File: config.mk
export PLATFORM = sky130hd
export DESIGN_NAME = scrs_ctrl
export DESIGN_NICKNAME = d
export VERILOG_FILES = /design/src/rtl/scrs_pkg.sv /design/src/rtl/scrs_ctrl.sv
export SDC_FILE = /design/constraint.sdc
export NUM_CORES = 1
export LEC_CHECK = 0
export BUFFER_PORTS_ARGS = -buffer_cell sky130_fd_sc_hd__buf_2
export CELL_PAD_IN_SITES_DETAIL_PLACEMENT = 1
export CELL_PAD_IN_SITES_GLOBAL_PLACEMENT = 1
export CORE_AREA = 2 2 39 41
export DETAILED_ROUTE_END_ITERATION = 10
export DIE_AREA = 0 0 41 43
export GPL_ROUTABILITY_DRIVEN = 0
export GPL_TIMING_DRIVEN = 1
export PLACE_DENSITY = 0.58
export REMOVE_ABC_BUFFERS = 1
export SLEW_MARGIN = 40
export SYNTH_ARGS = -nofsm -noshare
export SYNTH_HDL_FRONTEND = slang
export SYNTH_SLANG_ARGS = --single-unit
File: constraint.sdc
create_clock -name clk -period 2.05 [get_ports clk]
set_clock_uncertainty 0.2 [all_clocks]
set_input_delay 0.1025 -clock clk [delete_from_list [all_inputs] [get_ports clk]]
set_output_delay 0.1025 -clock clk [all_outputs]
set_load 0.01 [all_outputs]
File: src/rtl/scrs_pkg.sv
// scrs_pkg: shared constants, codes and control structs of the sync capture ring store.
// Used by the top level, scrs_ctrl, scrs_dp, the checker and the bench; depends on nothing.
package scrs_pkg;

    // default geometry
    localparam int RING_SLOTS_DEF         = 255;
    localparam int SLOT_BYTES_DEF         = 144;
    localparam int MAX_RESPONSE_BYTES_DEF = 256;

    // sync sequence
    localparam logic [7:0]  SYNC_A    = 8'hAA;
    localparam logic [7:0]  SYNC_B    = 8'h44;
    localparam logic [7:0]  SYNC_C    = 8'h12;
    localparam logic [15:0] SYNC_HIST = {SYNC_A, SYNC_B};
    localparam int          SYNC_LEN  = 3;

    // item function codes
    localparam logic [1:0] FUNC_BYTE = 2'd0;
    localparam logic [1:0] FUNC_FAIL = 2'd1;
    localparam logic [1:0] FUNC_READ = 2'd2;

    // configuration register index (byte address bit 2 selects the word)
    localparam logic REG_CAPTURE_ENABLE = 1'b0;

    // stream widths
    localparam int BYTE_W     = 8;
    localparam int FAIL_W     = 32;
    localparam int S_TDATA_W  = 24;
    localparam int S_TUSER_W  = 2;
    localparam int M_TDATA_W  = 64;
    localparam int APB_DATA_W = 32;
    localparam int APB_ADDR_W = 3;

    // result layout in m_tdata
    localparam int M_COMMIT_BIT  = 0;
    localparam int M_MISSING_BIT = 1;
    localparam int M_RDATA_LSB   = 2;
    localparam int M_RVALID_BIT  = 10;
    localparam int M_WIDX_LSB    = 11;
    localparam int M_COUNT_LSB   = 19;
    localparam int M_FAIL_LSB    = 27;

    // controller to datapath
    typedef struct packed {
        logic take;        // scan / capture the item's byte
        logic end_resp;    // clear response tracking
        logic fail_inc;    // count one failure
        logic read;        // launch a ring read
        logic read_out;    // result carries the ring read
        logic copy_start;  // begin staging-to-ring copy
        logic copy_step;   // advance the copy
        logic commit;      // advance index and count
        logic missing;     // result flags a missing sync
        logic load_out;    // load the result register
    } ctrl_cmd_t;

    // datapath to controller
    typedef struct packed {
        logic cap_en;       // capture enable register
        logic will_capture; // a sync is held after the current byte
        logic copy_done;    // last slot byte is written this cycle
        logic out_free;     // result register can take a new result
    } dp_status_t;

endpackage

File: src/rtl/scrs_ctrl.sv
// scrs_ctrl: item sequencer of the sync capture ring store (accept, read wait, slot copy).
// Depends on scrs_pkg; drives commands into scrs_dp and reads its status.
module scrs_ctrl (
    input  logic                   clk,
    input  logic                   rst_n,
    input  logic                   s_tvalid,
    output logic                   s_tready,
    input  logic [1:0]             func,
    input  logic                   last_byte,
    input  scrs_pkg::dp_status_t   st,
    output scrs_pkg::ctrl_cmd_t    cmd
);

    typedef enum logic [1:0] {
        ST_IDLE,
        ST_READ,
        ST_COPY
    } state_t;

    state_t state_reg;
    state_t state_next;
    logic   accept;

    always_comb
    begin
        cmd        = '0;
        state_next = state_reg;
        s_tready   = (state_reg == ST_IDLE) && st.out_free;
        accept     = s_tvalid && s_tready;
        unique case (state_reg)
            ST_IDLE:
            begin
                if (accept)
                begin
                    unique case (func)
                        scrs_pkg::FUNC_BYTE:
                        begin
                            if (st.cap_en)
                            begin
                                cmd.take = 1'b1;
                                if (last_byte && st.will_capture)
                                begin
                                    cmd.copy_start = 1'b1;
                                    state_next     = ST_COPY;
                                end
                                else if (last_byte)
                                begin
                                    cmd.fail_inc = 1'b1;
                                    cmd.end_resp = 1'b1;
                                    cmd.missing  = 1'b1;
                                    cmd.load_out = 1'b1;
                                end
                                else
                                begin
                                    cmd.load_out = 1'b1;
                                end
                            end
                            else
                            begin
                                cmd.load_out = 1'b1;
                            end
                        end
                        scrs_pkg::FUNC_FAIL:
                        begin
                            cmd.fail_inc = st.cap_en;
                            cmd.end_resp = st.cap_en;
                            cmd.load_out = 1'b1;
                        end
                        scrs_pkg::FUNC_READ:
                        begin
                            cmd.read   = 1'b1;
                            state_next = ST_READ;
                        end
                        default:
                        begin
                            cmd.load_out = 1'b1;
                        end
                    endcase
                end
            end
            ST_READ:
            begin
                cmd.read_out = 1'b1;
                cmd.load_out = 1'b1;
                state_next   = ST_IDLE;
            end
            ST_COPY:
            begin
                cmd.copy_step = 1'b1;
                if (st.copy_done)
                begin
                    cmd.commit   = 1'b1;
                    cmd.end_resp = 1'b1;
                    cmd.load_out = 1'b1;
                    state_next   = ST_IDLE;
                end
            end
            default:
            begin
                state_next = ST_IDLE;
            end
        endcase
    end

    always_ff @(posedge clk or negedge rst_n)
    begin
        if (!rst_n)
        begin
            state_reg <= ST_IDLE;
        end
        else
        begin
            state_reg <= state_next;
        end
    end

endmodule

==> impl_metrics.json, run 1 <==
{
  "outcome": "complete, no violations",
  "rsz0062_at_grt": "false",
  "slowest_delay_ns": 0.60,
  "io-pin-count": 21,
  "r2r-end": "state_reg[1]$_DFFE_PN0P_",
  "grt_max_degree": 8,
  "via_per_inst": 4.28,
  "design_area_sq_um": 388,
  "tritoncts": "built",
  "hold_viol_final": 0,
  "synth_edf_count": 0,
  "placedCellCount": 61,
  "synth_seq_cells": 2,
  "powerDensity_nw_per_um2": 434,
  "hold-path-cell-count": 3,
  "first_pass_iters": 1,
  "largest_register_ffs": 2,
  "synthDominantCellAreaShare_pct": 22.1,
  "synth_area_leader_cell": "dfrtp_1",
  "end_kind": "output pin",
  "synth.top_cells.by_area": "dfrtp_1, nor4b_4, nor2b_1",
  "cts_sinks": 2,
  "maxCapViolCount": 0,
  "synth_area_per_cell_sq_um": 8.71,
  "hpwlAfterDp_um": 576,
  "setup_viol": 0,
  "die_w_um": 41,
  "rrSetupSlack_ns": 0.58,
  "maxSlewHeadroom_pct": 80.5,
  "path_cells": "or4_4 > nor4b_4 > buf_2",
  "r2r_cells": 2,
  "numCtsBuffers": 3,
  "vias": 287,
  "drive_gt1_share_pct": 49.0,
  "area_growth_pct": 71.3,
  "synth.cell_area_sq_um": 226,
  "hold_end": "state_reg[0]$_DFFE_PN0P_",
  "critPathMaxFanout": 6,
  "timing.rr.start": "state_reg[0]$_DFFE_PN0P_",
  "hold_buffers": 3,
  "tightest_slew_ns": 0.288,
  "ys_warn_count": 0,
  "critPathKind": "flip-flop to output pin",
  "tns_ns": 0,
  "cts_buffer_depth": 2,
  "io_buffers": 20,
  "min_period_over_period_pct": 95.3,
  "drc": 0,
  "syn_inst": 26,
  "synthDistinctLibCells": 19,
  "min_period_ns": 1.95,
  "synth_common_cells": "nor2_1, nor2b_1, dfrtp_1, inv_1, nor4b_1",
  "place_area_sq_um": 335,
  "dieArea_sq_um": 1760,
  "ctsResizeCount": 0,
  "postSynth.asyncResetShare_pct": 100,
  "final-instance-count-excl-fill": 67,
  "path_buf_inv": 1,
  "max_freq_mhz": 512,
  "h-tree-depth": 1,
  "cpMaxStageDelayCell": "or4_4",
  "total_power_mw": 0.168,
  "fin_util_pct": 28.0,
  "pre_cts_ws_ns": 0.315,
  "holdCritStartpoint": "s_tvalid",
  "fp.dieH_um": 43,
  "irDropWorstVdd_mv": 0.243,
  "rows": 14,
  "wl_per_cell_um": 10.2,
  "grt_pass1_vias": 301,
  "crit_cells": 3,
  "start_util_pct": 16.4,
  "grt_pass1_wl_mm": 1.09,
  "wirelength_um": 685,
  "grt_antenna_before_repair": 0,
  "drtAntennaViolNets": 0,
  "core_area_sq_um": 1380,
  "hold_path.class": "input port to flip-flop",
  "fin_hold_ws_ns": 0.0236,
  "worst_ep_arrival_time_ns": 1.65,
  "seq_area_frac_synth_pct": 22.1,
  "cp_top_family": "simple AND/OR/NAND/NOR gates",
  "start_kind": "flip-flop",
  "cts_root_buf": "clkbuf_4",
  "slew_viol_final": 0,
  "overflow": 0,
  "final_net_count": 63,
  "leakage_nw": 0.214,
  "clk_pin_slew_ns": 0.03,
  "ys.flop_type": "dfrtp_1",
  "antenna_cells": 0,
  "layout_setup_ws_ns": 0.0957,
  "required_ns": 1.75,
  "track_usage_pct": 9.54,
  "drt_iter0_markers": 0,
  "insertion_delay_ns": 0.22,
  "post_cts_buffers": 0
}
==> logic make-up (layout without fill, tap and decap cells) <==
family	count (synthesis)	count (layout)	synth area share (%)
flip-flops	2	2	22.1
AO/OA/AOI/OAI	4	4	13.3
buffers and inverters	3	28	8.29
AND/OR/NAND/NOR	17	17	56.4
==> how the worst max path moves through the flow <==
stage                                   startpoint      to  slack [ns]
after floorplan           state_reg[0]$_DFFE_PN0P_  cmd[1]        0.45
after global placement    state_reg[0]$_DFFE_PN0P_  cmd[1]        0.34
after detailed placement  state_reg[0]$_DFFE_PN0P_  cmd[1]        0.32
after CTS                 state_reg[0]$_DFFE_PN0P_  cmd[1]        0.07
after global routing      state_reg[0]$_DFFE_PN0P_  cmd[1]       0.002
final                     state_reg[0]$_DFFE_PN0P_  cmd[1]         0.1
==> power breakdown <==
part,internal (mW),switching (mW),total [mW]
Combinational,0.0218,0.0196,0.0415
Sequential,0.0405,0.00114,0.0417
Clock,0.0644,0.0207,0.0851
Total,0.127,0.0415,0.168
==> layout by cell type, fill, tap and decap left out, types with 2 or more instances in the layout <==
| cell | instances |
|---|---|
| nor2b_1 | 3 |
| clkbuf_4 | 3 |
| dfrtp_1 | 2 |
| buf_2 | 20 |
| inv_1 | 2 |
| dlygate4sd3_1 | 3 |
| nor4b_1 | 2 |
| nor2_1 | 3 |
==> worst reg2reg max path, cell delays in order (launching register included) <==
cell       delay (ns)
dfrtp_1          0.41
or4_4            0.60
o2bb2ai_1        0.17
==> layout make-up <==
class / instances / area (sq um)
Sequential cell: 2 / 50.0
Timing Repair Buffer: 23 / 130
Tap cell: 16 / 20.0
Inverter: 2 / 7.51
Clock buffer: 3 / 22.5
Multi-Input combinational cell: 21 / 158
Fill cell: 179 / 996
==> layer usage <==
metal,vias to the layer above,track usage [%],routed length [um]
met5,-,0,0
met2,13,14.1,342
li1,148,-,-
met3,0,3.14,65
met4,0,8.00,0
met1,126,10.3,277
Power figures use the tool's default switching activity.
==> run 2: changes to the inputs <==
- PLACE_DENSITY: 0.58 -> 0.7
==> run 2 against run 1 <==
  * Sequential share of layout area unchanged
  * Global-route usage decreased by 0.29 points
  * Maximum frequency decreased by 0.98%
  * Total power increased by 2.5%
  * Count of clock-buffer cells in the layout unchanged
  * Hold slack got worse by 0.0048 ns
  * Via count decreased by 1.7%
  * Critical path depth unchanged
  * Core utilization unchanged
  * Clock power increased by 5.1%
  * Largest cell class unchanged
==> impl_metrics.json, run 2 (synthesized netlist as in run 1, its figures left out) <==
{
  "outcome": "complete, no violations",
  "die_w_um": 41,
  "h-tree-depth": 1,
  "area_growth_pct": 71.3,
  "numCtsBuffers": 3,
  "hold_path.class": "input port to flip-flop",
  "drtAntennaViolNets": 0,
  "end_kind": "output pin",
  "cts_buffer_depth": 2,
  "powerDensity_nw_per_um2": 445,
  "cts_root_buf": "clkbuf_4",
  "fillerInstances": 190,
  "post_cts_buffers": 0,
  "layout_commonest_cell": "buf_2",
  "final_net_count": 63,
  "cts_sinks": 2,
  "dieArea_sq_um": 1760,
  "critPathMaxFanout": 7,
  "grt_pass1_wl_mm": 1.04,
  "maxCapViolCount": 0,
  "min_period_ns": 1.97,
  "hold-path-cell-count": 3,
  "track_usage_pct": 9.25,
  "rsz0062_at_grt": "false",
  "first_pass_iters": 1,
  "clk_pin_slew_ns": 0.03,
  "core_area_sq_um": 1380,
  "rows": 14,
  "maxSlewHeadroom_pct": 84.1,
  "drc": 0,
  "io-pin-count": 21,
  "fp.dieH_um": 43,
  "ctsResizeCount": 0,
  "largest_register_ffs": 2,
  "grt_max_degree": 8,
  "min_period_over_period_pct": 96.3,
  "hold_viol_final": 0,
  "drt_iter0_markers": 0,
  "start_kind": "flip-flop",
  "required_ns": 1.75,
  "antenna_cells": 0,
  "wl_per_cell_um": 10.4,
  "tritoncts": "built",
  "total_power_mw": 0.172,
  "wirelength_um": 694,
  "tightest_slew_ns": 0.235,
  "worst_ep_arrival_time_ns": 1.67,
  "regArea_sq_um": 50.0,
  "io_buffers": 20,
  "setup_viol": 0,
  "placedCellCount": 61,
  "final-instance-count-excl-fill": 67,
  "slew_viol_final": 0,
  "multi_input_area_sq_um": 158,
  "via_per_inst": 4.21,
  "start_util_pct": 16.4,
  "grt_pass1_vias": 275,
  "insertion_delay_ns": 0.23,
  "leakage_nw": 0.214,
  "final_cell_mix": "buf_2, nor2b_1, nor2_1, clkbuf_4, dlygate4sd3_1",
  "vias": 282,
  "tns_ns": 0,
  "critPathKind": "flip-flop to output pin",
  "irDropWorstVdd_mv": 0.174,
  "r2r_cells": 2,
  "drive_gt1_share_pct": 49.0,
  "grt_antenna_before_repair": 0,
  "overflow": 0,
  "max_freq_mhz": 507,
  "fin_hold_ws_ns": 0.0188
}
[run 2: cell counts in the layout (fill, tap and decap cells not counted)]
Identical to the previous run, type by type.
[run 2: metrics by stage]
stage	util, %	area, sq um	worst slack [ns]
floorplan	-	215	0.452
global placement	24.2	335	0.339
detailed placement	24.2	335	0.315
CTS	28.0	388	0.0681
global route	28.0	388	0.00160
finish	28.0	388	0.0763
[run 2: final cells by class]
class                           instances  area share (%)
Timing Repair Buffer                   23            33.5
Clock buffer                            3            5.81
Tap cell                               16            5.16
Sequential cell                         2            12.9
Multi-Input combinational cell         21            40.6
Inverter                                2            1.94
[run 2: power breakdown]
| part | switching (mW) | internal (mW) |
|---|---|---|
| sequential | 0.00124 | 0.0405 |
| clock | 0.0246 | 0.0648 |
| combinational | 0.0195 | 0.0219 |
[run 2: layer usage]
layer  part of all wire [%]  wire length [um]  track usage [%]  vias to the layer above
li1                       -                 -                -                      146
met1                     40               278             8.71                      123
met2                     52               359             13.8                       13
met3                    8.1                56             3.14                        0
met4                      0                 0             10.0                        0
met5                      0                 0                0                        -
[run 2: final timing paths]
path / from / end / slack (ns)
worst max register to register: state_reg[1]$_DFFE_PN0P_ / state_reg[1]$_DFFE_PN0P_ / 0.55
worst max-delay path: state_reg[1]$_DFFE_PN0P_ / cmd[1] / 0.08
worst min-delay path: s_tvalid / state_reg[0]$_DFFE_PN0P_ / 0.02
worst min register to register: state_reg[0]$_DFFE_PN0P_ / state_reg[0]$_DFFE_PN0P_ / 0.34
max in group asynchronous: rst_n / state_reg[1]$_DFFE_PN0P_ / 1.00
min in group asynchronous: rst_n / state_reg[0]$_DFFE_PN0P_ / 0.53
[run 2: repair_timing]
action,in CTS,in global routing
hold endpoints to repair,3,0
endpoints found under the setup margin,0,1
hold buffers,3,0
[run 2: worst max-delay path, stage by stage (launching register included)]
cell     delay [ns]
dfrtp_1        0.44
or4_4          0.60
nor4b_4        0.25
buf_2          0.16
